`src/rtl/core/gtl_pkg.sv`:
```
`default_nettype none

package gtl_pkg;

    localparam int GRID_MAX_DEF  = 64;
    localparam int FREQ_BITS_DEF = 32;

    localparam int IDX_W       = 9;
    localparam int FREQ_W      = 32;
    localparam int AMP_W       = 16;
    localparam int OFS_W       = 32;
    localparam int SPC_W       = 28;
    localparam int CNT_W       = 7;
    localparam int DIST_W      = IDX_W + 1;
    localparam int CFG_IDX_W   = 3;
    localparam int CFG_DATA_W  = 32;
    localparam int QUEUE_DEPTH = 4;

    localparam logic [CNT_W-1:0] COUNT_RESET = 7'd64;

    typedef enum logic {
        CMD_WRITE  = 1'b0,
        CMD_LOOKUP = 1'b1
    } cmd_t;

    typedef enum logic {
        AXIS_X = 1'b0,
        AXIS_Y = 1'b1
    } axis_t;

    typedef enum logic [CFG_IDX_W-1:0] {
        REG_X_OFFSET     = 3'd0,
        REG_Y_OFFSET     = 3'd1,
        REG_X_SPACING    = 3'd2,
        REG_Y_SPACING    = 3'd3,
        REG_COLUMN_COUNT = 3'd4,
        REG_ROW_COUNT    = 3'd5
    } cfg_reg_t;

    typedef struct packed {
        logic signed [OFS_W-1:0] x_offset;
        logic signed [OFS_W-1:0] y_offset;
        logic [SPC_W-1:0]        x_spacing;
        logic [SPC_W-1:0]        y_spacing;
        logic [CNT_W-1:0]        column_count;
        logic [CNT_W-1:0]        row_count;
    } cfg_t;

    // One decoded item as it travels from the front to the back.
    typedef struct packed {
        logic                     is_write;
        logic                     axis;
        logic [CNT_W-1:0]         col;
        logic [CNT_W-1:0]         row;
        logic signed [DIST_W-1:0] span;
        logic [FREQ_W-1:0]        freq_word;
        logic [AMP_W-1:0]         amp_word;
    } op_t;

endpackage

`default_nettype wire

```
`src/rtl/core/gtl_item_if.sv`:
```
`default_nettype none

interface gtl_item_if import gtl_pkg::*; ();
    logic                    valid;
    logic                    ready;
    logic                    command;
    logic signed [IDX_W-1:0] x_index;
    logic signed [IDX_W-1:0] y_index;
    logic                    axis;
    logic [FREQ_W-1:0]       freq_word;
    logic [AMP_W-1:0]        amp_word;

    modport source (
        output valid, command, x_index, y_index, axis, freq_word, amp_word,
        input  ready
    );

    modport sink (
        input  valid, command, x_index, y_index, axis, freq_word, amp_word,
        output ready
    );
endinterface

`default_nettype wire

```
`src/rtl/core/gtl_front.sv`:
```
`default_nettype none

module gtl_front import gtl_pkg::*;
#(
    parameter int GRID_MAX = GRID_MAX_DEF
)
(
    gtl_item_if.sink   item,
    input  cfg_t       regs,
    input  logic       q_ready,
    output logic       q_push,
    output op_t        q_op
);

    localparam logic [CNT_W-1:0] GRID_LIM = CNT_W'(GRID_MAX);

    logic [CNT_W-1:0]         cols;
    logic [CNT_W-1:0]         rows;
    logic [CNT_W-1:0]         last_col;
    logic [CNT_W-1:0]         last_row;
    logic signed [DIST_W-1:0] xs;
    logic signed [DIST_W-1:0] ys;
    logic signed [DIST_W-1:0] cols_s;
    logic signed [DIST_W-1:0] rows_s;
    logic signed [DIST_W-1:0] last_col_s;
    logic signed [DIST_W-1:0] last_row_s;
    logic                     x_lo;
    logic                     x_hi;
    logic                     y_lo;
    logic                     y_hi;
    logic                     in_grid;
    logic                     is_write;

    // count of zero acts as one, anything above the grid as the grid size
    always_comb
    begin
        if (regs.column_count == '0)
            cols = CNT_W'(1);
        else if (regs.column_count > GRID_LIM)
            cols = GRID_LIM;
        else
            cols = regs.column_count;

        if (regs.row_count == '0)
            rows = CNT_W'(1);
        else if (regs.row_count > GRID_LIM)
            rows = GRID_LIM;
        else
            rows = regs.row_count;
    end

    assign last_col   = cols - CNT_W'(1);
    assign last_row   = rows - CNT_W'(1);
    assign xs         = {item.x_index[IDX_W-1], item.x_index};
    assign ys         = {item.y_index[IDX_W-1], item.y_index};
    assign cols_s     = {{(DIST_W-CNT_W){1'b0}}, cols};
    assign rows_s     = {{(DIST_W-CNT_W){1'b0}}, rows};
    assign last_col_s = {{(DIST_W-CNT_W){1'b0}}, last_col};
    assign last_row_s = {{(DIST_W-CNT_W){1'b0}}, last_row};

    assign x_lo     = xs[DIST_W-1];
    assign x_hi     = xs >= cols_s;
    assign y_lo     = ys[DIST_W-1];
    assign y_hi     = ys >= rows_s;
    assign in_grid  = !x_lo && !x_hi && !y_lo && !y_hi;
    assign is_write = (item.command == CMD_WRITE);

    // Frequency and amplitude both read the cell at the clamped indices;
    // only the extrapolation distance differs by axis.
    always_comb
    begin
        q_op.is_write  = is_write;
        q_op.axis      = item.axis;
        q_op.col       = x_lo ? '0 : (x_hi ? last_col : item.x_index[CNT_W-1:0]);
        q_op.row       = y_lo ? '0 : (y_hi ? last_row : item.y_index[CNT_W-1:0]);
        q_op.freq_word = item.freq_word;
        q_op.amp_word  = item.amp_word;
        if (item.axis == AXIS_X)
            q_op.span = x_lo ? -xs : (x_hi ? (last_col_s - xs) : '0);
        else
            q_op.span = y_lo ? ys : (y_hi ? (ys - last_row_s) : '0);
    end

    // writes outside the grid are taken and dropped here
    assign item.ready = q_ready;
    assign q_push     = item.valid && q_ready && (!is_write || in_grid);

endmodule

`default_nettype wire

```
`src/flat_wrapper.sv`:
```
// flat-port wrapper written by rule: the top's interface ports become plain ports
module gtl_front_flat import gtl_pkg::*;
#(
    parameter int GRID_MAX = GRID_MAX_DEF
)
  (regs, q_ready, q_push, q_op, item_valid, item_command, item_x_index, item_y_index, item_axis, item_freq_word, item_amp_word, item_ready);
  gtl_item_if item_i ();
  input  cfg_t regs;
  input  logic q_ready;
  output logic q_push;
  output op_t q_op;
  input wire logic [$bits(item_i.valid)-1:0] item_valid;
  input wire logic [$bits(item_i.command)-1:0] item_command;
  input wire logic [$bits(item_i.x_index)-1:0] item_x_index;
  input wire logic [$bits(item_i.y_index)-1:0] item_y_index;
  input wire logic [$bits(item_i.axis)-1:0] item_axis;
  input wire logic [$bits(item_i.freq_word)-1:0] item_freq_word;
  input wire logic [$bits(item_i.amp_word)-1:0] item_amp_word;
  output wire logic [$bits(item_i.ready)-1:0] item_ready;
  assign item_i.valid = item_valid;
  assign item_i.command = item_command;
  assign item_i.x_index = item_x_index;
  assign item_i.y_index = item_y_index;
  assign item_i.axis = item_axis;
  assign item_i.freq_word = item_freq_word;
  assign item_i.amp_word = item_amp_word;
  assign item_ready = item_i.ready;
  gtl_front #(.GRID_MAX(GRID_MAX)) u_core (.item(item_i), .regs(regs), .q_ready(q_ready), .q_push(q_push), .q_op(q_op));
endmodule
```
`config.mk`:
```
export PLATFORM = sky130hd
export DESIGN_NAME = gtl_front_flat
export DESIGN_NICKNAME = d
export VERILOG_FILES = /design/src/rtl/core/gtl_pkg.sv /design/src/rtl/core/gtl_item_if.sv /design/src/rtl/core/gtl_front.sv /design/src/flat_wrapper.sv
export SDC_FILE = /design/constraint.sdc
export NUM_CORES = 1
export LEC_CHECK = 0
export BUFFER_PORTS_ARGS = -buffer_cell sky130_fd_sc_hd__clkbuf_2
export CORE_AREA = 2 2 108 110
export DETAILED_ROUTE_END_ITERATION = 8
export DIE_AREA = 0 0 110 112
export SYNTH_ARGS = -nofsm -noshare
export SYNTH_HDL_FRONTEND = slang
export SYNTH_SLANG_ARGS = --single-unit
```
`constraint.sdc`:
```
create_clock -name vclk -period 10.2
set_input_delay 1.53 -clock vclk [all_inputs]
set_output_delay 1.53 -clock vclk [all_outputs]
set_load 0.01 [all_outputs]
```
== Word-level counts from Yosys, hierarchy flattened ==
Cells that the tools add are included.

* Bits in registers: 0
* Bits of input ports: 204
* Output and inout bits: 76
* Logic and storage cells: 35

* $lt $le $gt $ge: 4
* Reductions and logical operators: 12
* Multiplexer cells: 13
* Add/subtract/negate cells: 5
* Bitwise gates (word level): 1

{| class="wikitable"
|+ Operator list
! cell !! number
|-
| two-way mux 7 bit || 8
|-
| two-way mux 10 bit || 5
|-
| >= comparator 9 x 8 -> 1 bit || 2
|-
| > comparator 7 bit (second input constant) || 2
|-
| logical NOT 7 bit || 2
|-
| subtractor 7 x 1 -> 7 bit (second input constant) || 2
|-
| negation 10 bit || 1
|-
| subtractor 8 x 9 -> 10 bit || 1
|-
| subtractor 9 x 8 -> 10 bit || 1
|-
| logical AND 1 bit || 5
|-
| logical NOT 1 bit || 4
|-
| logical OR 1 bit || 1
|-
| NOT 1 bit || 1
|}

== Longest topological paths before layout ==
* Depth after elaboration: 10
* Mapped depth: 16
* Depth with buffers taken out: 16

== Least setup slack after synthesis ==
Ideal clock, no wire load.

* Path type: input-to-output
* Start point: in regs[12] (netlist bit)
* End point: out q_op[54] (netlist bit)
* Slack: 4.472 ns
* Required time: 8.670 ns
* Stages on the path: 13
* Arrival time: 4.198 ns
* Cells stage by stage: or4_1 > nor2_1 > nor2_1 > nor2_1 > inv_1 > ha_1 > xnor2_1 > ha_1 > nor2b_1 > o31a_1 > o311a_1 > o21a_1 > a21oi_1

{| class="wikitable"
|+ RTL lines
! item !! line !! text
|-
| from (decl) || flat_wrapper.sv:8 || <nowiki>input cfg_t regs;</nowiki>
|-
| to (decl) || flat_wrapper.sv:11 || <nowiki>output op_t q_op;</nowiki>
|}

==> reports/metrics.cfg <==
[placement]
final_estimated_routing_congestion_in_global_placement=0.896
buffer_ports.inserted=64
placement.setup.worst_slack_ps=3860
dpl-instance-area_mm2=0.00228
dpl.hpwl_mm=5.32

[timing]
worst_pin_slew_ps=760
post_route_worst_hold_slack_ps=3060
fmax_mhz=158
setup_total_negative_slack_ps=0
finalSetupViolations=0
slew_headroom_pct=49.3
final_count_of_hold_timing_violations=0
period_needed_ps=6330
period_share_pct=62.0
timing.final.ws_setup_ps=3870
slew_violations=0
rsz0062_at_grt=no

[drt]
remaining_drc_errors=0
first_pass_iters=4
drt-total-wl_mm=6.28
routed.top_layer=met3
detailed_route_wire_length_on_metal_1_mm=2.94
antenna_left=0
routedWlPerCell_um=13.3
met3_length_um=518
drt_first_iter_violations=125
met2RoutedLength_mm=2.83
vias=2226
vias_per_cell=4.72

[global_route]
vias_in_the_first_global_route=2117
antenna_found_initial=0
groute.usage.overall_pct=9.98
gr-total-overflow=0
grt_first_pass_wirelength_mm=10.3
grt_start_max_net_pins=25

[pwr]
power.switching_uw=80.0
p_leak_nw=1.02
power.internal_uw=58.4
power_frac_seq_pct=0
clkPwrFrac_pct=0
vdd.ir_drop.worst_mv=0.0228
power.switching_fraction_pct=57.8
power.density_mw_per_mm2=60.7
comb_power_share_pct=100.0

[logic_synthesis]
yosysSeqAreaShare_pct=0
postSynthAreaPerCell_um2=6.80
synth.net_count=564
synthCells=327
post_synth_num_cell_types=51
netlist_area_mm2=0.00222
yosysWarnings=0

[clock_network]
cts_post_setup_buffers_inserted=0
hold_buffer_count_at_cts=0
post_cts_resized=0

[finish]
final_nets=568
final_instance_area_mm2=0.00228
sequential_cell_area_um2=0
layout.sequential_cells=0
fraction_of_final_layout_cells_with_drive_strength_greater_than_1_pct=21.0
layout-area-overhead-vs-synth_pct=2.59
num_antenna_cells=0
utilization_pct=20.4
nClkBuffers=0

[setup_path]
crit_path_start=regs[12]
critical_path.max_fanout=4
critPathRequiredTime_ps=8670
critPathLaunchType=input pin
arrival_ps=4800
setup.worst_path.class=in2out
cp-end-kind=output pin

[floorplanning]
effective_utilization_at_floorplan_pct=19.9
io_pins=280
die_h_um=112
fp.coreArea_mm2=0.0112
floorplan.rows=39
dieArea_mm2=0.0123
die_boundary_width_um=110

[outcome]
status=finished clean

[job]
maxCapViolations=0

[worst_hold_path]
timing.hold.worst.start=item_amp_word[10]
min-delay-path-class=in2out
min_delay_path_depth=0
hold_path_end=q_op[10]

-- layer usage --
metal	vias to the layer above	global-route usage (%)
met5	-	0
met4	0	0.506
met3	0	0.995
met2	104	17.0
met1	999	14.2
li1	1123	-
-- logic make-up (layout without fill, tap and decap cells) --
logic type,Yosys count,after routing,synth area share (%)
AOI/OAI and AO/OA,81,81,26.3
adders and majority gates,33,33,19.2
muxes,1,1,0.450
and+or+nand+nor,112,112,23.5
xor gates and xnor gates,19,19,7.48
buffers and inverters,81,83,23.1
-- worst max-delay path, cell delays in order --
cell      delay [ps]
clkbuf_2         120
or4_1            540
nor2_1           100
nor2_1            40
nor2_1           270
inv_1             80
ha_1             230
xnor2_1          270
ha_1             330
nor2b_1          170
o31a_1           280
o311a_1          310
nor2_1            80
o21ai_0           70
a22oi_1          190
clkbuf_2         170
-- cell type report --
type | instances | area [um2]
Fill cell | 1261 | 8890
Inverter | 19 | 71.3
Multi-Input combinational cell | 246 | 1710
Tap cell | 143 | 179
Timing Repair Buffer | 64 | 320
-- power groups by stage --
stage | combinational (mW) | clock [mW] | sequential, mW
floorplan | 0.115 | 0 | 0
global placement | 0.135 | 0 | 0
detailed placement | 0.139 | 0 | 0
CTS | 0.139 | 0 | 0
global route | 0.156 | 0 | 0
finish | 0.138 | 0 | 0
-- placed cells by master, fill, tap and decap left out, types with 4 or more instances in the layout --
master and n:
a21oi_1 17, clkbuf_2 64, xnor2_1 15, o21ai_0 10, xor2_1 4, nand2b_1 5, nand3_1 5, o21a_1 7
ha_1 31, a22oi_1 5, nor3_1 12, nor2_1 39, a31oi_1 4, a211oi_1 12, nand2_1 30, nor2b_1 5
inv_1 18
-- how the worst max path moves through the flow --
stage	end	slack (ps)	depth (start not counted)
2_1_floorplan	q_op[54]	4470	13
3_3_place_gp	q_op[56]	3910	16
3_5_place_dp	q_op[56]	3860	16
4_1_cts	q_op[56]	3860	16
5_1_grt	q_op[56]	3470	18
6_report	q_op[56]	3870	16
-- through the flow --
stage               cells  total power [mW]
floorplan             327             0.115
global placement      472             0.135
detailed placement    472             0.139
CTS                   472             0.139
global route          472             0.156
finish                472             0.138
-- synth_stat cells (2+ instances only) --
master / number / area [um2]
o22ai_1: 3 / 18.8
o211a_1: 2 / 20.0
xor2_1: 4 / 35.0
nand4b_1: 2 / 17.5
nor4_1: 2 / 12.5
or3_1: 2 / 12.5
a31oi_1: 4 / 25.0
nand2b_1: 5 / 31.3
ha_1: 31 / 388
buf_4: 52 / 390
a21oi_1: 17 / 85.1
buf_2: 4 / 20.0
a211oi_1: 12 / 90.1
inv_1: 18 / 67.6
fa_1: 2 / 40.0
a221oi_1: 3 / 26.3
o31ai_1: 3 / 22.5
o31a_1: 2 / 17.5
clkbuf_1: 4 / 15.0
o2111ai_1: 2 / 17.5
xnor2_1: 15 / 131
nand2_1: 30 / 113
nor2_1: 39 / 146
a22oi_1: 5 / 37.5
nand3_1: 5 / 25.0
nor3_1: 12 / 60.1
nand3b_1: 3 / 22.5
nor2b_1: 5 / 31.3
o21a_1: 7 / 52.6
o21ai_0: 10 / 50.1
o311a_1: 2 / 20.0
No activity file was read; power rests on OpenSTA's default activity.
