==> src/rtl/core/gtl_pkg.sv <==
`default_nettype none

package gtl_pkg;

    localparam int GRID_MAX_DEF  = 64;
    localparam int FREQ_BITS_DEF = 32;

    localparam int IDX_W       = 9;
    localparam int FREQ_W      = 32;
    localparam int AMP_W       = 16;
    localparam int OFS_W       = 32;
    localparam int SPC_W       = 28;
    localparam int CNT_W       = 7;
    localparam int DIST_W      = IDX_W + 1;
    localparam int CFG_IDX_W   = 3;
    localparam int CFG_DATA_W  = 32;
    localparam int QUEUE_DEPTH = 4;

    localparam logic [CNT_W-1:0] COUNT_RESET = 7'd64;

    typedef enum logic {
        CMD_WRITE  = 1'b0,
        CMD_LOOKUP = 1'b1
    } cmd_t;

    typedef enum logic {
        AXIS_X = 1'b0,
        AXIS_Y = 1'b1
    } axis_t;

    typedef enum logic [CFG_IDX_W-1:0] {
        REG_X_OFFSET     = 3'd0,
        REG_Y_OFFSET     = 3'd1,
        REG_X_SPACING    = 3'd2,
        REG_Y_SPACING    = 3'd3,
        REG_COLUMN_COUNT = 3'd4,
        REG_ROW_COUNT    = 3'd5
    } cfg_reg_t;

    typedef struct packed {
        logic signed [OFS_W-1:0] x_offset;
        logic signed [OFS_W-1:0] y_offset;
        logic [SPC_W-1:0]        x_spacing;
        logic [SPC_W-1:0]        y_spacing;
        logic [CNT_W-1:0]        column_count;
        logic [CNT_W-1:0]        row_count;
    } cfg_t;

    // One decoded item as it travels from the front to the back.
    typedef struct packed {
        logic                     is_write;
        logic                     axis;
        logic [CNT_W-1:0]         col;
        logic [CNT_W-1:0]         row;
        logic signed [DIST_W-1:0] span;
        logic [FREQ_W-1:0]        freq_word;
        logic [AMP_W-1:0]         amp_word;
    } op_t;

endpackage

`default_nettype wire

==> src/rtl/core/gtl_cfg_if.sv <==
`default_nettype none

interface gtl_cfg_if import gtl_pkg::*; ();
    logic                  valid;
    logic                  ready;
    logic [CFG_IDX_W-1:0]  index;
    logic [CFG_DATA_W-1:0] data;

    modport source (
        output valid, index, data,
        input  ready
    );

    modport sink (
        input  valid, index, data,
        output ready
    );
endinterface

`default_nettype wire

==> src/rtl/core/gtl_cfg.sv <==
`default_nettype none

module gtl_cfg import gtl_pkg::*;
(
    input  logic       clk,
    input  logic       rst_n,
    gtl_cfg_if.sink    cfg,
    output cfg_t       regs
);

    cfg_t regs_reg;

    assign cfg.ready = 1'b1;
    assign regs      = regs_reg;

    always_ff @(posedge clk or negedge rst_n)
    begin
        if (!rst_n)
        begin
            regs_reg.x_offset     <= '0;
            regs_reg.y_offset     <= '0;
            regs_reg.x_spacing    <= '0;
            regs_reg.y_spacing    <= '0;
            regs_reg.column_count <= COUNT_RESET;
            regs_reg.row_count    <= COUNT_RESET;
        end
        else if (cfg.valid && cfg.ready)
        begin
            case (cfg_reg_t'(cfg.index))
                REG_X_OFFSET:     regs_reg.x_offset     <= cfg.data[OFS_W-1:0];
                REG_Y_OFFSET:     regs_reg.y_offset     <= cfg.data[OFS_W-1:0];
                REG_X_SPACING:    regs_reg.x_spacing    <= cfg.data[SPC_W-1:0];
                REG_Y_SPACING:    regs_reg.y_spacing    <= cfg.data[SPC_W-1:0];
                REG_COLUMN_COUNT: regs_reg.column_count <= cfg.data[CNT_W-1:0];
                REG_ROW_COUNT:    regs_reg.row_count    <= cfg.data[CNT_W-1:0];
                default:          ;
            endcase
        end
    end

endmodule

`default_nettype wire

==> src/flat_wrapper.sv <==
// flat-port wrapper written by rule: the top's interface ports become plain ports
module gtl_cfg_flat import gtl_pkg::*;
  (clk, rst_n, regs, cfg_valid, cfg_index, cfg_data, cfg_ready);
  gtl_cfg_if cfg_i ();
  input  logic clk;
  input  logic rst_n;
  output cfg_t regs;
  input wire logic [$bits(cfg_i.valid)-1:0] cfg_valid;
  input wire logic [$bits(cfg_i.index)-1:0] cfg_index;
  input wire logic [$bits(cfg_i.data)-1:0] cfg_data;
  output wire logic [$bits(cfg_i.ready)-1:0] cfg_ready;
  assign cfg_i.valid = cfg_valid;
  assign cfg_i.index = cfg_index;
  assign cfg_i.data = cfg_data;
  assign cfg_ready = cfg_i.ready;
  gtl_cfg u_core (.clk(clk), .rst_n(rst_n), .cfg(cfg_i), .regs(regs));
endmodule
==> config.mk <==
export PLATFORM = sky130hd
export DESIGN_NAME = gtl_cfg_flat
export DESIGN_NICKNAME = d
export VERILOG_FILES = /design/src/rtl/core/gtl_pkg.sv /design/src/rtl/core/gtl_cfg_if.sv /design/src/rtl/core/gtl_cfg.sv /design/src/flat_wrapper.sv
export SDC_FILE = /design/constraint.sdc
export NUM_CORES = 1
export LEC_CHECK = 0
export ABC_CLOCK_PERIOD_IN_PS = 930
export BUFFER_PORTS_ARGS = -buffer_cell sky130_fd_sc_hd__buf_2
export CAP_MARGIN = 20
export CORE_AREA = 2 2 135 137
export CTS_CLUSTER_DIAMETER = 60
export DETAILED_ROUTE_END_ITERATION = 10
export DIE_AREA = 0 0 137 139
export PLACE_DENSITY_LB_ADDON = 0.05
export SLEW_MARGIN = 20
export SYNTH_ARGS = -nofsm -noshare
export SYNTH_HDL_FRONTEND = slang
export SYNTH_SLANG_ARGS = --single-unit
==> constraint.sdc <==
create_clock -name clk -period 0.93 [get_ports clk]
set_input_delay 0.186 -clock clk [delete_from_list [all_inputs] [get_ports clk]]
set_output_delay 0.186 -clock clk [all_outputs]
set_load 0.03 [all_outputs]
### After elaboration in Yosys (flattened, before gate mapping)

Cells that the tools add are included.

| storage, ports and cells | value |
|---|---|
| flip-flop bits (word level) | 134 |
| latch bits | 0 |
| memory bits (writable) | 0 |
| bits in read-only memories | 0 |
| input port bits | 38 |
| output and inout bits | 135 |
| memories kept | 0 |

| operators by class | value |
|---|---|
| $add $sub $neg | 0 |
| multiply operators | 0 |
| divide/modulo/power cells | 0 |
| magnitude comparators | 0 |
| equality and inequality tests | 5 |
| shift-type cells | 0 |
| multiplexer cells | 0 |
| bitwise gates (word level) | 0 |
| reductions and logical operators | 7 |

Operators by type and width:

| kind | number |
|---|---|
| AND reduction 2 bit | 6 |
| == test 3 x 2 -> 1 bit (second input constant) | 2 |
| == test 3 bit (second input constant) | 2 |
| == test 3 x 1 -> 1 bit (second input constant) | 1 |
| logical NOT 3 bit | 1 |

### Depth between registers and ports, before layout

Gate-level depths: netlist of the first run.

| depth | value |
|---|---|
| depth after elaboration | 2 |
| depth in mapped cells | 4 |
| mapped depth without buffers | 2 |

### Least setup slack after synthesis of the first run

Ideal clock, no wire load.

| path | value |
|---|---|
| path type | in2reg |
| start point | in cfg_index[0] |
| end point | reg u_core.regs_reg (netlist bit u_core.regs[103]) |
| setup time | 0.125 ns |
| data arrival time | 1.109 ns |
| data required time | 0.805 ns |
| slack | -0.304 ns |
| cell stages on the path | 3 |
| cells stage by stage | nor4b_4 -> buf_6 -> mux2_2 |

| between the ends | value |
|---|---|
| cells in the longest elaborated chain, start to end | 2 |

RTL lines:

| what | line | text |
|---|---|---|
| start: declaration | flat_wrapper.sv:9 | `input wire logic [$bits(cfg_i.index)-1:0] cfg_index;` |
| logical NOT 3 bit | gtl_cfg.sv:29 | `case (cfg_reg_t'(cfg.index))` |
| AND reduction 2 bit (no line) | n/a |  |
| end: declaration | gtl_cfg.sv:11 | `cfg_t regs_reg;` |

No other way between the ends.
A chain may end at the register's enable or synchronous reset.

### Worst setup path in the final report of the first run

| path | value |
|---|---|
| start point | reg u_core.regs_reg (netlist bit u_core.regs[6]) |
| end point | out regs[6] (netlist name) |

RTL lines:

| what | line | text |
|---|---|---|
| end: declaration | flat_wrapper.sv:7 | `output cfg_t regs;` |

No word-level cell between the ends.

==> results of run 1 <==
==> worst max-delay path by stage <==
stage,to,slack (ns),depth (start not counted)
5_1_grt,regs[6],-0.37,1
2_1_floorplan,u_core.regs[103]$_DFFE_PN0P_,-0.30,3
3_3_place_gp,u_core.regs[12]$_DFFE_PN0P_,-0.57,5
3_5_place_dp,u_core.regs[98]$_DFFE_PN0P_,-0.57,4
6_report,regs[6],-0.34,1
4_1_cts,regs[6],-0.36,1
==> per-layer routing <==
layer / vias to the layer above / GRT usage (%)
met2: 103 / 26.2
li1: 1590 / -
met5: - / 0
met1: 1820 / 21.2
met3: 17 / 4.42
met4: 0 / 5.53
==> kinds of logic after synthesis <==
group | Yosys count
mux | 134
flops | 134
buf+inv | 15
simple gates | 6
other cells | 1
==> Yosys cell counts, drive strengths merged <==
master  number  share of area (%)
mux2       134                 31
dfrtp      132                 64
buf         15                2.7
dfstp        2                1.0
nand4b       2               0.34
nor4bb       2               0.39
and4bb       1               0.24
conb         1              0.073
nor4b        1               0.46
==> area by class of cell <==
class,count,area [um2]
multi-input combinational,141,1990
timing repair buffer,274,2800
clock inverter,12,179
tap,229,287
fill,1510,8610
sequential,134,3360
clock buffer,20,437
==> cell usage in the layout (no fill, tap or decap), drive strengths merged <==
cell type    Yosys  routed
buf             15     272
mux2           134     134
dfrtp          132     132
clkbuf           0      20
clkinv           0       8
bufinv           0       4
nor4bb           2       2
nand4b           2       2
dlygate4sd3      0       2
dfstp            2       2
and4bb           1       1
nor4b            1       1
conb             1       1
==> power by group <==
part / internal (mW) / switching [mW]
clock: 4.49 / 2.49
combinational: 4.93 / 4.20
sequential: 7.15 / 0.959
==> timing repair <==
item	4_1_cts	5_1_grt
hold buffers	2	0
resized for setup	336	12
buffers inserted	46	44
pin swaps	3	3
cloned	6	0
endpoints found under the hold margin	135	0
setup endpoints to repair	257	207
==> summary.txt, run 1 <==
main combinational cell family by area after synthesis = multiplexers
Pwr Total = 24.2 mW
layout cell share with drive strength beyond 1 = 75.9%
CP arrival = 1.08 ns
largest net degree at the start of global routing = 33
R2R Path End = u_core.regs[53]$_DFFE_PN0P_
1st-pass router iterations = 4
core area = 17,700 um2
Post-Synth Simple-Gate Area = 1.43%
initial cell density of the core = 29.2%
Core Util, Final = 51.2%
Leakage Power = 4.35 nW
Power Density = 2680 nW/um2
dpl cells = 693
Post-Layout Cell Count = 810
Placement Setup Slack = -0.573 ns
gpl congestion = 0.734
initial drt markers = 114
dpl hpwl = 8720 um
Setup violations, final = 201
initial antenna violation count = 0
xor/xnor share of the synthesized area = 0%
Nets = 606
max cap viols = 0
DRT antenna net count = 0
Fin Hold WS = 0.0229 ns
mux contribution to synthesized area = 30.7%
antenna cell count = 0
Crit path max-delay family = flip-flops
outcome = complete, but fails checks
DR WL met3 = 796 um
critical path startpoint = u_core.regs[6]$_DFFE_PN1P_
DRC viols = 0
Fin. Hold Viols = 0
WL per Instance = 18.4 um
CTS clk-pin slew, worst paths = 0.06 ns
Total Routed Length = 14,900 um
Port Buffers = 171
r2r setup slk = -0.07 ns
Skew-Pair Late Insertion Delay = 0.41 ns
Tcrit/Tclk final = 136%
hold_sp = cfg_data[29]
Largest register FFs = 134
Seq/Total Area, Yosys = 65.1%
hold depth = 2
compound-cell area share of the yosys netlist = 0%
All-Layer GR Usage = 16.3%
crit path cell chain = buf_6
setup TNS = -29.68 ns
Cells after Synth = 290
CP Launch Type = flop
DR vias/cell = 4.36
Clock Sinks = 134
Ys Warns = 0
clock buffer count from CTS = 17
RSZ-0062 raised after global routing = true
I/O Pins = 173
CTS root buf = clkbuf_16
Crit Path Max Fanout = 2
Synth Register Bits = 134
Final Max Tran Viols = 0
fin area = 9050 um2
R2R depth = 3
Syn Area/Cell = 17.8 um2
Die Area = 19,000 um2
first-pass GRT wire length = 23,200 um
slowest stage cell on the critical path = dfstp_2
post-layout min period = 1.27 ns
Reg-to-Reg Start = u_core.regs[53]$_DFFE_PN0P_
H-tree Lvls = 4
number of global-route vias before repair = 3,824
Synth Net Count = 328
Adder-Cell Fraction of Synth Area = 0%
CTS tree = done
largest stage delay on the critical path = 0.54 ns
Setup Skew = 0 ns
post-synthesis cell area = 5160 um2
Hold Crit Class = input port to flop
met2 routed WL = 7420 um
Crit. End Element = output port
Worst Setup Slack, final = -0.339 ns
area delta synth->final = 75.5%
WS Path Type = flop to output port
overflow left after global routing = 0
Worst Path Buf+Inv = 1
top sig layer = met4
Longest Clk Path Bufs = 2
Fmax = 0.788 GHz
Die Y = 139 um
maximum vdd drop = 1.29 mV
number of cell rows = 49
via count = 3,530
die width = 137 um
Hold EP = u_core.regs[99]$_DFFE_PN0P_
violated checks = setup timing
Critical Path RT = 0.74 ns
wire length on met1 = 6500 um
post-synthesis cell type count = 13
Placed Area = 6570 um2
Power figures use the tool's default switching activity.
==> run 2, diff against run 1 <==
- SKIP_LAST_GASP: unset -> 1
==> summary.txt, run 2 (synthesis results as in run 1) <==
DRC viols = 0 (unchanged)
Largest register FFs = 134 (unchanged)
Power Density = 2680 nW/um2 (about the same)
number of cell rows = 49 (unchanged)
RSZ-0062 raised after global routing = true (unchanged)
hold depth = 2 (unchanged)
layout cell share with drive strength beyond 1 = 75.4% (was 75.9%)
Total Routed Length = 14,800 um (was 14,900 um)
Setup violations, final = 201 (unchanged)
commonest non-fill, non-tap cell in the layout = buf_6 (unchanged)
Leakage Power = 4.29 nW (was 4.35 nW)
hold_sp = cfg_data[29] (unchanged)
initial drt markers = 109 (was 114)
Crit. End Element = output port (unchanged)
initial antenna violation count = 0 (unchanged)
Die Area = 19,000 um2 (unchanged)
area delta synth->final = 73.6% (was 75.5%)
most frequent cells in the layout = buf_6, dfrtp_1, mux2_4 (unchanged)
dpl cells = 693 (unchanged)
die width = 137 um (unchanged)
Longest Clk Path Bufs = 2 (unchanged)
max cap viols = 0 (unchanged)
Stages on worst setup path = 1 (unchanged)
Tcrit/Tclk final = 136% (about the same)
CTS root buf = clkbuf_16 (unchanged)
1st-pass router iterations = 4 (unchanged)
gpl congestion = 0.734 (unchanged)
Clock Sinks = 134 (unchanged)
largest stage delay on the critical path = 0.54 ns (about the same)
initial cell density of the core = 29.2% (unchanged)
violated checks = setup timing (unchanged)
antenna cell count = 0 (unchanged)
maximum vdd drop = 1.29 mV (about the same)
All-Layer GR Usage = 16.1% (was 16.3%)
post-layout min period = 1.27 ns (about the same)
slowest stage cell on the critical path = dfstp_2 (unchanged)
largest net degree at the start of global routing = 33 (unchanged)
Nets = 595 (was 606)
Die Y = 139 um (unchanged)
DR vias/cell = 4.32 (was 4.36)
Fin. Hold Viols = 0 (unchanged)
R2R Path End = u_core.regs[53]$_DFFE_PN0P_ (unchanged)
CTS clk-pin slew, worst paths = 0.06 ns (about the same)
outcome = complete, but fails checks (unchanged)
Worst Path Buf+Inv = 1 (unchanged)
dpl hpwl = 8720 um (unchanged)
first-pass GRT wire length = 22,900 um (was 23,200 um)
H-tree Lvls = 4 (unchanged)
via count = 3,455 (was 3,530)
crit path cell chain = buf_6 (unchanged)
CTS tree = done (unchanged)
number of global-route vias before repair = 3,793 (was 3,824)
clock buffer count from CTS = 17 (unchanged)
overflow left after global routing = 0 (unchanged)
WS Path Type = flop to output port (unchanged)
DRT antenna net count = 0 (unchanged)
Crit path max-delay family = flip-flops (unchanged)
WL per Instance = 18.5 um (was 18.4 um)
Post-Layout Cell Count = 799 (was 810)
Fin Hold WS = 0.0285 ns (was 0.0229 ns)
Hold EP = u_core.regs[99]$_DFFE_PN0P_ (unchanged)
Setup Skew = 0 ns (unchanged)
Crit Path Max Fanout = 2 (unchanged)
Critical Path RT = 0.74 ns (about the same)
Reg-to-Reg Start = u_core.regs[53]$_DFFE_PN0P_ (unchanged)
Worst Setup Slack, final = -0.336 ns (was -0.339 ns)
I/O Pins = 173 (unchanged)
r2r setup slk = -0.08 ns (was -0.07 ns)
Hold Crit Class = input port to flop (unchanged)
Fmax = 0.790 GHz (was 0.788 GHz)
CP arrival = 1.08 ns (about the same)
core area = 17,700 um2 (unchanged)
R2R depth = 3 (unchanged)
Skew-Pair Late Insertion Delay = 0.41 ns (about the same)
Port Buffers = 171 (unchanged)
CP Launch Type = flop (unchanged)
Final Max Tran Viols = 0 (unchanged)
[run 2: changes by cell type in the layout (fill, tap and decap cells not counted)]
cell and change:
buf_12 -1, buf_8 +1, buf_4 -8, buf_6 -3
[run 2: cell type report]
class,count,area [um2]
fill,1512,8710
sequential,134,3360
timing repair buffer,263,2700
multi-input combinational,141,1990
clock buffer,20,437
tap,229,287
clock inverter,12,179
[run 2: timing repair]
| action | in CTS | in global routing |
|---|---|---|
| cloned | 6 | 0 |
| resized for setup | 307 | 38 |
| hold endpoints to repair | 135 | 0 |
| hold buffers | 2 | 0 |
| setup buffers | 46 | 35 |
| pin swaps | 3 | 3 |
| endpoints found under the setup margin | 257 | 208 |
[run 2: where the power goes]
part           internal, mW  switching [mW]  total [mW]
clock                  4.49            2.48        6.97
sequential             7.15           0.961        8.11
combinational          4.78            4.16        8.94
total                  16.4            7.60        24.0
[run 2: worst max path at each step]
stage | from | end | slack, ns
floorplan | cfg_index[0] | u_core.regs[103]$_DFFE_PN0P_ | -0.30
global placement | cfg_index[0] | u_core.regs[12]$_DFFE_PN0P_ | -0.57
detailed placement | cfg_index[2] | u_core.regs[98]$_DFFE_PN0P_ | -0.57
CTS | u_core.regs[6]$_DFFE_PN1P_ | regs[6] | -0.36
global route | u_core.regs[6]$_DFFE_PN1P_ | regs[6] | -0.37
finish | u_core.regs[6]$_DFFE_PN1P_ | regs[6] | -0.34
[run 2: per-stage QoR]
step | total power [mW] | setup TNS [ns] | instance area (um2) | utilization [%] | setup slack (ns)
floorplan | 12.0 | -26.95 | 5320 | - | -0.304
global placement | 14.0 | -64.01 | 6570 | 37.2 | -0.566
detailed placement | 14.1 | -65.93 | 6570 | 37.2 | -0.573
CTS | 23.8 | -33.76 | 8740 | 49.5 | -0.362
global route | 25.1 | -35.63 | 8950 | 50.7 | -0.372
finish | 24.0 | -29.68 | 8950 | 50.7 | -0.336
[run 2: routing by layer]
metal | part of all wire (%) | track usage (%) | routed length [um]
met5 | 0 | 0 | 0
met4 | 1.5 | 5.53 | 218
met2 | 50 | 26.3 | 7380
met3 | 5.5 | 4.50 | 807
met1 | 43 | 20.5 | 6380
