--- src/rtl/core/gtl_pkg.sv ---
`default_nettype none

package gtl_pkg;

    localparam int GRID_MAX_DEF  = 64;
    localparam int FREQ_BITS_DEF = 32;

    localparam int IDX_W       = 9;
    localparam int FREQ_W      = 32;
    localparam int AMP_W       = 16;
    localparam int OFS_W       = 32;
    localparam int SPC_W       = 28;
    localparam int CNT_W       = 7;
    localparam int DIST_W      = IDX_W + 1;
    localparam int CFG_IDX_W   = 3;
    localparam int CFG_DATA_W  = 32;
    localparam int QUEUE_DEPTH = 4;

    localparam logic [CNT_W-1:0] COUNT_RESET = 7'd64;

    typedef enum logic {
        CMD_WRITE  = 1'b0,
        CMD_LOOKUP = 1'b1
    } cmd_t;

    typedef enum logic {
        AXIS_X = 1'b0,
        AXIS_Y = 1'b1
    } axis_t;

    typedef enum logic [CFG_IDX_W-1:0] {
        REG_X_OFFSET     = 3'd0,
        REG_Y_OFFSET     = 3'd1,
        REG_X_SPACING    = 3'd2,
        REG_Y_SPACING    = 3'd3,
        REG_COLUMN_COUNT = 3'd4,
        REG_ROW_COUNT    = 3'd5
    } cfg_reg_t;

    typedef struct packed {
        logic signed [OFS_W-1:0] x_offset;
        logic signed [OFS_W-1:0] y_offset;
        logic [SPC_W-1:0]        x_spacing;
        logic [SPC_W-1:0]        y_spacing;
        logic [CNT_W-1:0]        column_count;
        logic [CNT_W-1:0]        row_count;
    } cfg_t;

    // One decoded item as it travels from the front to the back.
    typedef struct packed {
        logic                     is_write;
        logic                     axis;
        logic [CNT_W-1:0]         col;
        logic [CNT_W-1:0]         row;
        logic signed [DIST_W-1:0] span;
        logic [FREQ_W-1:0]        freq_word;
        logic [AMP_W-1:0]         amp_word;
    } op_t;

endpackage

`default_nettype wire

--- src/rtl/core/gtl_fifo.sv ---
`default_nettype none

module gtl_fifo import gtl_pkg::*;
(
    input  logic clk,
    input  logic rst_n,
    input  logic push,
    input  op_t  push_op,
    output logic in_ready,
    output logic out_valid,
    output op_t  out_op,
    input  logic pop
);

    localparam int PTR_W = $clog2(QUEUE_DEPTH);
    localparam int CNT_W_Q = PTR_W + 1;
    localparam logic [CNT_W_Q-1:0] FULL_CNT = CNT_W_Q'(QUEUE_DEPTH);

    op_t                slot_reg [QUEUE_DEPTH];
    logic [PTR_W-1:0]   wr_ptr_reg;
    logic [PTR_W-1:0]   wr_ptr_next;
    logic [PTR_W-1:0]   rd_ptr_reg;
    logic [PTR_W-1:0]   rd_ptr_next;
    logic [CNT_W_Q-1:0] count_reg;
    logic [CNT_W_Q-1:0] count_next;

    assign in_ready  = (count_reg != FULL_CNT);
    assign out_valid = (count_reg != '0);
    assign out_op    = slot_reg[rd_ptr_reg];

    always_comb
    begin
        wr_ptr_next = push ? wr_ptr_reg + PTR_W'(1) : wr_ptr_reg;
        rd_ptr_next = pop ? rd_ptr_reg + PTR_W'(1) : rd_ptr_reg;
        count_next  = count_reg;
        if (push && !pop)
            count_next = count_reg + CNT_W_Q'(1);
        else if (pop && !push)
            count_next = count_reg - CNT_W_Q'(1);
    end

    always_ff @(posedge clk or negedge rst_n)
    begin
        if (!rst_n)
        begin
            wr_ptr_reg <= '0;
            rd_ptr_reg <= '0;
            count_reg  <= '0;
        end
        else
        begin
            wr_ptr_reg <= wr_ptr_next;
            rd_ptr_reg <= rd_ptr_next;
            count_reg  <= count_next;
        end
    end

    always_ff @(posedge clk)
    begin
        if (push)
            slot_reg[wr_ptr_reg] <= push_op;
    end

endmodule

`default_nettype wire

--- config.mk ---
export PLATFORM = sky130hd
export DESIGN_NAME = gtl_fifo
export DESIGN_NICKNAME = d
export VERILOG_FILES = /design/src/rtl/core/gtl_pkg.sv /design/src/rtl/core/gtl_fifo.sv
export SDC_FILE = /design/constraint.sdc
export NUM_CORES = 1
export LEC_CHECK = 0
export BUFFER_PORTS_ARGS = -buffer_cell sky130_fd_sc_hd__buf_2
export CAP_MARGIN = 10
export CORE_ASPECT_RATIO = 0.7
export CORE_MARGIN = 3
export CORE_UTILIZATION = 59
export CTS_BUF_LIST = sky130_fd_sc_hd__clkbuf_4
export DETAILED_ROUTE_END_ITERATION = 6
export HOLD_SLACK_MARGIN = 0.12
export PLACE_DENSITY = 0.88
export SETUP_SLACK_MARGIN = 0.5
export SLEW_MARGIN = 20
export SYNTH_ARGS = -nofsm -noshare
export SYNTH_HDL_FRONTEND = slang
export SYNTH_SLANG_ARGS = --single-unit
--- constraint.sdc ---
create_clock -name clk -period 3.6 [get_ports clk]
set_input_delay 0.72 -clock clk [delete_from_list [all_inputs] [get_ports clk]]
set_output_delay 0.72 -clock clk [all_outputs]
set_load 0.005 [all_outputs]
# Word-level counts from Yosys, hierarchy flattened
# Memories as Yosys holds them, arrays and structs flattened.
# Cells that the tools add are included.
# Widths: inputs -> output; s select.
# word_totals
ramBits	296
out_inout_bits	76
register_bits	7
inputBits	78
elab_cells	19
n_memories	1
# memory_table
name	words	word_bits	rd	rd_ports_with_merged_regs	write_ports	line	source
slot_reg	4	74	1	0	1	gtl_fifo.sv:19	op_t slot_reg [QUEUE_DEPTH];
# op_classes
n_eq_ne	1
mux	4
addsub	4
n_reduce_logical	6
# ops
cell	count
$mux 3	2
$add 2x1->2 const B	2
$add 3x1->3 const B	1
$ne 3x3->1 const B	1
$reduce_bool 3->1	1
$sub 3x1->3 const B	1
$logic_and 1x1->1	2
$logic_not 1->1	2
$mux 1	2
$reduce_bool 2->1	1

# Depth between registers and ports, before layout
# Gate-level depths: netlist of run 1.
# logic_depth
depth_word	4
depth_mapped	7
mapped_depth_nobuf	7

# Least setup slack after synthesis of run 1
# Ideal clock, no wire load.
# synth_path
path_type	in2reg
start	input push
end	memory slot_reg[0][0] (netlist name), enable pin
arrival_time_ns	2.449
required_time_ns	3.160
path_buffers	0
stages	1
setup_ns	0.440
slack_ns	0.711
path_cell_list	and2_1
# synth_between
elab_chain_cells	2
# synth_rtl
element	line	source
start, declared	gtl_fifo.sv:7	input logic push,
$mux 1	gtl_fifo.sv:60	if (push)
$mux 1 (implied by the code)	gtl_fifo.sv:61	slot_reg[wr_ptr_reg] <= push_op;
end, declared	gtl_fifo.sv:19	
# No other way between the ends.

==> results of run 1 <==
layer usage:
metal | GRT usage (%) | vias to the layer above
met4 | 7.042 | 6
li1 | - | 2288
met1 | 27.39 | 2649
met3 | 7.815 | 37
met2 | 30.79 | 236
met5 | 0 | -
logic make-up after synthesis:
family	Yosys count
DFF	303
adders and majority gates	6
AOI/OAI and AO/OA	1
buffers and inverters	21
muxes	75
and+or+nand+nor	10
xor gates and xnor gates	6
final cells by class:
class / count / area [sq um]
Antenna cell: 1 / 2.502
Clock buffer: 107 / 803.3
Clock inverter: 7 / 53.80
Fill cell: 1066 / 5155
Inverter: 4 / 15.01
Multi-Input combinational cell: 98 / 1878
Sequential cell: 303 / 9071
Tap cell: 236 / 295.3
Timing Repair Buffer: 167 / 988.4
Yosys cell counts:
library cell	instances
and2_1	4
buf_12	5
buf_2	6
buf_4	3
buf_6	1
clkbuf_1	2
dfrtp_1	7
edfxtp_1	296
fa_1	1
ha_1	5
inv_1	4
mux2_2	1
mux4_2	74
nand2_1	3
nor2_1	2
o21ai_0	1
or3_1	1
xnor2_1	2
xor2_1	4
where the power goes:
part           total [mW]  leakage, nW  switching, mW  internal, mW
registers            4.87         2.80          0.249          4.62
logic                2.87         1.30           1.38          1.49
clock network        2.59        0.524           1.18          1.41
worst max path at each step:
stage,from,to,slack [ns],cells past startpoint
after global placement,rd_ptr_reg[0],out_op[57],1.04,3
after global routing,rd_ptr_reg[0],out_op[8],0.53,3
after detailed placement,rd_ptr_reg[0],out_op[8],1.00,3
after floorplan,push,slot_reg[0][0],0.71,1
after CTS,rd_ptr_reg[1],out_op[18],0.51,3
final,rd_ptr_reg[0],out_op[8],0.69,3
repair_timing:
item | CTS | global route
hold endpoints to repair | 7 | 0
endpoints found under the setup margin | 54 | 40
gates resized for setup | 0 | 0
hold buffers | 1 | 0
buffers inserted | 2 | 1
metrics by stage:
step	hold slack (ns)	setup WS (ns)	total power [mW]	instances
after detailed placement	0.4973	1.002	7.788	804
after global routing	0.2155	0.5250	10.90	922
after CTS	0.2193	0.5089	10.46	921
final	0.2777	0.6852	10.33	923
after floorplan	0.4244	0.7106	6.720	422
after global placement	0.4686	1.038	7.652	804
worst max-delay path, stage by stage, from the launching register on:
cell     delay [ns]
dfrtp_4        0.55
buf_4          0.29
mux4_2         0.55
buf_2          0.15
==> impl_results.md, run 1 <==
* Final Instance Area at 13110 sq um
* RSZ-0062 raised after global routing: no
* Cells after Synth at 422
* Mux cell area share after synthesis at 15.09%
* CTS buffer count at 70
* FF+latch count, synth at 303
* Syn_nets at 506
* Initial antenna violation count at 3
* Core area at 18260 sq um
* Commonest non-fill, non-tap cells in the layout: edfxtp_1, buf_2, clkbuf_4
* Initial Util at 60.88%
* DR vias/cell at 5.651
* Tmin final at 2.915 ns
* Gr ovfl total at 0
* Critical Path AT at 2.19 ns
* Iter 0 DRT Violations at 442
* Cell taking the most area after synthesis: edfxtp_1
* Final slew viol count at 0
* Capturing point of the worst reg2reg path: slot_reg[0][71]
* CTS sink cnt at 303
* Root Driver: clkbuf_4
* Worst hold path endpoint: slot_reg[1][42]
* Synth warn at 0
* Yosys cell types at 19
* Clk buf depth at 3
* Crit start category: register
* # rows at 41
* Number of global-route vias before repair at 5738
* CP max FO at 11
* Die span in x at 170.1 um
* Fin nets at 728
* Main combinational cell family by area after synthesis: multiplexers
* Hold Fails Final Rpt at 0
* Final setup violation count at 0
* Sequential fraction of the synthesis area at 81.52%
* XOR/XNOR share of the synthesized area at 0.4727%
* Reg2reg start: wr_ptr_reg[0]
* Max-cap check violation count at 0
* Antenna viol nets, final at 0
* Dpl cell area at 12180 sq um
* H-tree depth at 3
* R2R Setup Slk at 1.68 ns
* Met2 WL at 9791 um
* Max reg flops at 296
* Outcome: complete, no violations
* Synthesized area at 11120 sq um
* Post-Synthesis Mean Instance Area at 26.35 sq um
* Period utilization at 80.97%
* Die height at 120.9 um
* Area growth, synth to finish at 17.89%
* Port Buffers at 153
* Skew-Pair Late Insertion Delay at 0.65 ns
* CP endpoint kind: output pin
* Worst-Margin Slew at 0.5437 ns
* Worst min-delay path class: in2reg
* Total Die Area at 20550 sq um
* Final setup TNS at 0 ns
* Met3 Routed Length at 2023 um
* Top-area cell type share of the netlist area at 79.95%
* Largest net degree at the start of global routing at 43
* Fin util at 71.77%
* Router iterations before antenna repair at 4
* Share of layout cells above drive strength 1 at 52.19%
* Adder-cell share of the synthesized area at 0.7427%
* Pwr Density at 788.4 nW/um^2
* CTS tree: done
* Hold Crit Start: push_op[42]
* Compound-Gate Fraction of Synth Area at 0.04501%
* DR top layer: met5
* FMAX at 343.1 MHz
* Most common cell after layout, fill and taps aside: edfxtp_1
* Simple-gate area share of the yosys netlist at 0.4501%
* GRT Util Overall at 20.23%
* Layout Skew at 0.05215 ns
* Remaining DRCs at 0
* Critical path class: reg2out
* I/O pin count at 154
* Routability Congestion at 0.7654
* Reg2reg path depth at 4
* HPWL after detailed placement at 12340 um
* Area contributors post-synth: edfxtp_1, mux4_2, dfrtp_1
* Relative slew slack at 63.76%
* Worst IR Drop VDD at 0.0004530 V
* Clock-pin slew on the worst setup and hold paths at 0.07 ns
* Wire length per cell at 21.80 um
* Vias post-DR at 5216
* Final wirelength at 20130 um
* Critical path required time at 2.88 ns
* First-pass GRT wire length at 31150 um
* LEAKAGE at 4.619 nW
* Met1 wire length at 7995 um
* WHS Path Cells at 1
Power figures use the tool's default switching activity.
==> run 2, diff against run 1 <==
CORE_UTILIZATION = 53   (was 59)
PLACE_DENSITY = 0.83   (was 0.88)
clock period = 2.56 ns   (was 3.6 ns; I/O delays follow)
==> impl_results.md, run 2 (synthesis results as in run 1) <==
* Outcome: finished, violations left
* Failing checks: setup timing
* Largest delay share family, worst path: buffers and inverters
* Most common cell after layout, fill and taps aside: edfxtp_1
* Commonest non-fill, non-tap cells in the layout: edfxtp_1, buf_2, clkbuf_4
* Router iterations before antenna repair at 5 (+1)
* GRT Util Overall at 21.44% (+1.2 points)
* RSZ-0062 raised after global routing: yes
* CTS buffer count at 71 (+1.4%)
* Antenna viol nets, final at 0 (unchanged)
* Fin nets at 820 (+13%)
* Crit start category: register
* NetSw at 4.392 mW (+56%)
* Fillers at 1178 (+11%)
* Initial Util at 55.11% (-5.8 points)
* DR vias/cell at 5.462 (-3.3%)
* First-pass GRT wire length at 35980 um (+15%)
* Number of global-route vias before repair at 6333 (+10%)
* Worst IR Drop VDD at 0.0006197 V (+37%)
* HPWL after detailed placement at 12510 um (+1.3%)
* Period utilization at 103.3%
* Clock-pin slew on the worst setup and hold paths at 0.07 ns (about the same)
* Clock power share at 25.2% (about the same)
* Critical path required time at 2.05 ns (-0.83 ns)
* Pwr Density at 1100 nW/um^2 (+40%)
* Dpl cell area at 12260 sq um (+0.68%)
* Remaining DRCs at 0 (unchanged)
* CP max FO at 8 (-3)
* Routability Congestion at 0.7386 (-3.5%)
* Reg power frac at 42.7% (-4.4 points)
* Worst min-delay path class: in2async
* CTS sink cnt at 303 (unchanged)
* Pwr Total at 15.78 mW (+53%)
* CTS tree: done
* Max reg flops at 296 (unchanged)
* Die span in x at 179.1 um (+5.3%)
* Internal Pwr Total at 11.39 mW (+52%)
* Tmin final at 2.643 ns
* Relative slew slack at 69.40% (+5.6 points)
* Final wirelength at 23420 um (+16%)
* Hold WS at 0.2345 ns (-0.04316 ns)
* Final WS setup at -0.08339 ns (-0.7686 ns)
* Critical path class: reg2out
* Root Driver: clkbuf_4
* CP max stage cell: dfrtp_4
* Worst-path cell chain: buf_12 -> buf_12 -> buf_16 -> mux4_2 -> buf_6
* Final setup violation count at 54 (+54)
* Most frequent CP cell: buf_12
* CP max stage delay at 0.51 ns (-0.04 ns)
* Area growth, synth to finish at 29.06%
* Final slew viol count at 0 (unchanged)
* I/O pin count at 154 (unchanged)
* Iter 0 DRT Violations at 536 (+21%)
* CP endpoint kind: output pin
* Die height at 127.2 um (+5.2%)
* LEAKAGE at 5.119 nW (+11%)
* Critical Path AT at 2.13 ns (-0.06 ns)
* Final Instance Area at 14350 sq um (+9.5%)
* Wire length per cell at 22.18 um (+1.7%)
* Hold Fails Final Rpt at 0 (unchanged)
* Share of layout cells above drive strength 1 at 47.01% (-5.2 points)
* Total Die Area at 22780 sq um (+11%)
* Worst-Margin Slew at 0.4590 ns (-0.08463 ns)
* Sw Share at 27.83% (+0.58 points)
* Buf/Inv on CP at 4 (+2)
* Clk buf depth at 3 (unchanged)
* Logic pwr share at 32.1% (+4.3 points)
* FMAX at 378.3 MHz
* Layout Skew at 0.03525 ns (-0.01690 ns)
* Initial antenna violation count at 1 (-2)
* Max-cap check violation count at 0 (unchanged)
* Largest net degree at the start of global routing at 41 (-4.7%)
* Skew-Pair Late Insertion Delay at 0.65 ns (about the same)
* # rows at 43 (+4.9%)
* Core area at 20180 sq um (+10%)
* Gr ovfl total at 0 (unchanged)
* Final setup TNS at -2.267 ns (-2.267 ns)
* Port Buffers at 153 (unchanged)
* Dpl ws at 0.5196 ns (-0.4827 ns)
* H-tree depth at 3 (unchanged)
* Vias post-DR at 5768 (+11%)
run 2: worst paths after layout:
check / depth (start not counted) / endpoint / slack [ns] / start
max: 5 / out_op[1] / -0.08 / rd_ptr_reg[0]
min: 2 / wr_ptr_reg[0] / 0.23 / rst_n
max reg2reg: 4 / slot_reg[0][66] / 0.75 / wr_ptr_reg[0]
min reg2reg: 1 / count_reg[2] / 0.53 / count_reg[2]
max in group asynchronous: 2 / rd_ptr_reg[1] / 2.09 / rst_n
min in group clk: 1 / count_reg[2] / 0.53 / count_reg[2]
run 2: cell type report:
class | count | area (sq um) | area share (%)
Antenna cell | 1 | 2.502 | 0.01744
Clock buffer | 100 | 750.7 | 5.232
Clock inverter | 22 | 191.4 | 1.334
Inverter | 4 | 15.01 | 0.1046
Multi-Input combinational cell | 98 | 1888 | 13.16
Sequential cell | 303 | 9071 | 63.22
Tap cell | 270 | 337.8 | 2.354
Timing Repair Buffer | 258 | 2092 | 14.58
run 2: power by group through the flow:
stage / sequential, mW / combinational [mW] / clock, mW
2_1_floorplan: 6.75 / 2.66 / 0
3_3_place_gp: 6.77 / 4.09 / 0
3_5_place_dp: 6.85 / 4.19 / 0
4_1_cts: 6.73 / 5.10 / 4.07
5_1_grt: 6.81 / 5.45 / 4.36
6_report: 6.75 / 5.06 / 3.98
run 2: routing by layer:
metal	up-vias	global-route usage [%]	part of all wire (%)
met1	2976	29.49	41
met3	29	6.833	8.6
met2	281	33.74	49
li1	2482	-	-
met4	0	6.134	1.0
met5	-	0	0
run 2: timing repair:
| action | 4_1_cts | 5_1_grt |
|---|---|---|
| hold buffers | 77 | 0 |
| gates cloned | 8 | 0 |
| gates resized for setup | 13 | 6 |
| endpoints found under the hold margin | 305 | 0 |
| setup buffers | 7 | 1 |
| setup endpoints to repair | 75 | 76 |
run 2: through the flow:
step,utilization [%],cells
floorplan,-,422
global placement,60.76,840
detailed placement,60.76,840
CTS,70.95,1054
global route,71.12,1056
finish,71.12,1056
run 2: worst reg2reg max path: cells and delay by family, from the launching register on:
| kind | cells | cell delay, ns |
|---|---|---|
| flops | 1 | 0.43 |
| buf+inv | 2 | 0.43 |
| simple gates | 1 | 0.43 |
| fa+ha+maj | 1 | 0.15 |
==> run 3, diff against run 2 <==
GPL_TIMING_DRIVEN = 0   (was default)
==> impl_results.md, run 3 (synthesis results as in run 1) <==
* Outcome: finished, violations left
* Failing checks: setup timing
* CTS sink cnt at 303 (unchanged)
* Reg power frac at 42.9% (+0.2 points)
* Die height at 127.2 um (unchanged)
* Multi-input logic area at 1886 sq um (-0.13%)
* Hold WS at 0.2486 ns (+0.01408 ns)
* Relative slew slack at 61.75% (-7.6 points)
* Router iterations before antenna repair at 4 (-1)
* Worst Setup SP: rd_ptr_reg[0]
* Pwr Total at 15.69 mW (-0.60%)
* Largest delay share family, worst path: buffers and inverters
* Gr ovfl total at 0 (unchanged)
* I/O pin count at 154 (unchanged)
* Reg2reg start: wr_ptr_reg[0]
* Max reg flops at 296 (unchanged)
* Total Die Area at 22780 sq um (unchanged)
* Critical path class: reg2out
* Critical path required time at 2.05 ns (about the same)
* CP max FO at 6 (-2)
* Most frequent CP cell: buf_6
* Period utilization at 102.2% (-1.1 points)
* RSZ-0062 raised after global routing: yes
* Internal Pwr Total at 11.26 mW (-1.1%)
* Number of global-route vias before repair at 6268 (-1.0%)
* Vias post-DR at 5761 (-0.12%)
* Dpl ws at 0.5069 ns (-0.01271 ns)
* Logic pwr share at 33.3% (+1.2 points)
* HPWL after detailed placement at 12690 um (+1.4%)
* CTS buffer count at 71 (unchanged)
* Routability Congestion at 0.7445 (+0.80%)
* CP max stage cell: mux4_2
* Iter 0 DRT Violations at 455 (-15%)
* Max-cap check violation count at 0 (unchanged)
* # rows at 43 (unchanged)
* Worst min-delay path class: in2async
* Fin nets at 832 (+1.5%)
* CP endpoint kind: output pin
* Root Driver: clkbuf_4
* Tmin final at 2.615 ns (-0.02805 ns)
* Die span in x at 179.1 um (unchanged)
* Layout Skew at 0.06054 ns (+0.02529 ns)
* Worst-path cell chain: buf_6 -> buf_12 -> clkbuf_16 -> mux4_2 -> buf_6
* FF/Latch Area at 9065 sq um (about the same)
* Worst-Margin Slew at 0.5738 ns (+0.1147 ns)
* LEAKAGE at 5.161 nW (+0.82%)
* Clk buf depth at 3 (unchanged)
* Worst IR Drop VDD at 0.0007019 V (+13%)
* Area growth, synth to finish at 29.54%
* Critical Path AT at 2.10 ns (-0.03 ns)
* Skew-Pair Late Insertion Delay at 0.66 ns (about the same)
* FMAX at 382.4 MHz (+1.1%)
* Crit start category: register
* Final wirelength at 23000 um (-1.8%)
* Pwr Density at 1089 nW/um^2 (-0.97%)
* Core area at 20180 sq um (unchanged)
* Largest net degree at the start of global routing at 42 (+2.4%)
* Final slew viol count at 0 (unchanged)
* Clock-pin slew on the worst setup and hold paths at 0.07 ns (about the same)
* CTS tree: done
* Final WS setup at -0.05534 ns (+0.02805 ns)
* Buf/Inv on CP at 4 (unchanged)
* Antenna viol nets, final at 0 (unchanged)
* Remaining DRCs at 0 (unchanged)
* Commonest non-fill, non-tap cells in the layout: edfxtp_1, buf_2, clkbuf_4
* Port Buffers at 153 (unchanged)
* Clock power share at 23.8% (-1.4 points)
* Share of layout cells above drive strength 1 at 47.98% (+0.98 points)
* Wire length per cell at 21.58 um (-2.7%)
* Sw Share at 28.23% (+0.40 points)
* Final setup violation count at 55 (+1.9%)
* NetSw at 4.428 mW (+0.82%)
* H-tree depth at 3 (unchanged)
* Fillers at 1205 (+2.3%)
* Most common cell after layout, fill and taps aside: edfxtp_1
* DR vias/cell at 5.404 (-1.1%)
* First-pass GRT wire length at 34650 um (-3.7%)
* Initial Util at 55.11% (unchanged)
* GRT Util Overall at 20.25% (-1.2 points)
* Hold Fails Final Rpt at 0 (unchanged)
* Initial antenna violation count at 2 (+1)
* CP max stage delay at 0.51 ns (about the same)
run 3: power groups by stage:
stage / Combinational [mW] / Clock, mW / Sequential, mW
6_report: 5.22 / 3.74 / 6.73
5_1_grt: 5.61 / 4.09 / 6.79
4_1_cts: 4.84 / 3.81 / 6.71
3_5_place_dp: 4.34 / 0 / 6.83
3_3_place_gp: 4.12 / 0 / 6.80
2_1_floorplan: 2.66 / 0 / 6.75
run 3: path summary, 6_finish.rpt:
kind | cells past startpoint | slack, ns | endpoint
worst max-delay path | 5 | -0.06 | out_op[31]
worst min-delay path | 2 | 0.25 | count_reg[2]
worst max register to register | 4 | 0.67 | slot_reg[0][22]
worst min register to register | 1 | 0.50 | count_reg[2]
max in group asynchronous | 2 | 2.09 | wr_ptr_reg[1]
min in group clk | 1 | 0.50 | count_reg[2]
run 3: per-stage QoR:
step                      utilization [%]  cells  instance area [sq um]  TNS, ns
after floorplan                         -    422                  11120        0
after global placement              60.60    845                  12230   -35.82
after detailed placement            61.17    849                  12340        0
after CTS                           70.23   1056                  14170   -6.200
after global routing                71.39   1066                  14400   -9.954
final                               71.39   1066                  14400   -1.522
run 3: metal layers:
metal / vias to the layer above / GRT usage (%) / part of all wire, %
li1: 2507 / - / -
met3: 34 / 6.239 / 7.9
met1: 2951 / 27.66 / 41
met5: - / 0 / 0
met4: 0 / 6.088 / 1.4
met2: 269 / 32.11 / 49
run 3: cell type report:
| cell class | instances | share of cell area (%) |
|---|---|---|
| repair buffers | 253 | 13.96 |
| plain buffers | 17 | 1.512 |
| multi-input cells | 98 | 13.09 |
| flip-flops and latches | 303 | 62.94 |
| clock inverters | 19 | 0.7992 |
| inverters | 4 | 0.1042 |
| diodes | 2 | 0.03475 |
| well taps | 270 | 2.346 |
| clock buffers | 100 | 5.212 |
run 3: repair_timing:
action | in CTS | in global routing
hold endpoints to repair | 306 | 0
endpoints found under the setup margin | 75 | 76
buffers inserted | 9 | 3
resized for setup | 22 | 15
gates cloned | 2 | 5
hold buffers | 77 | 0
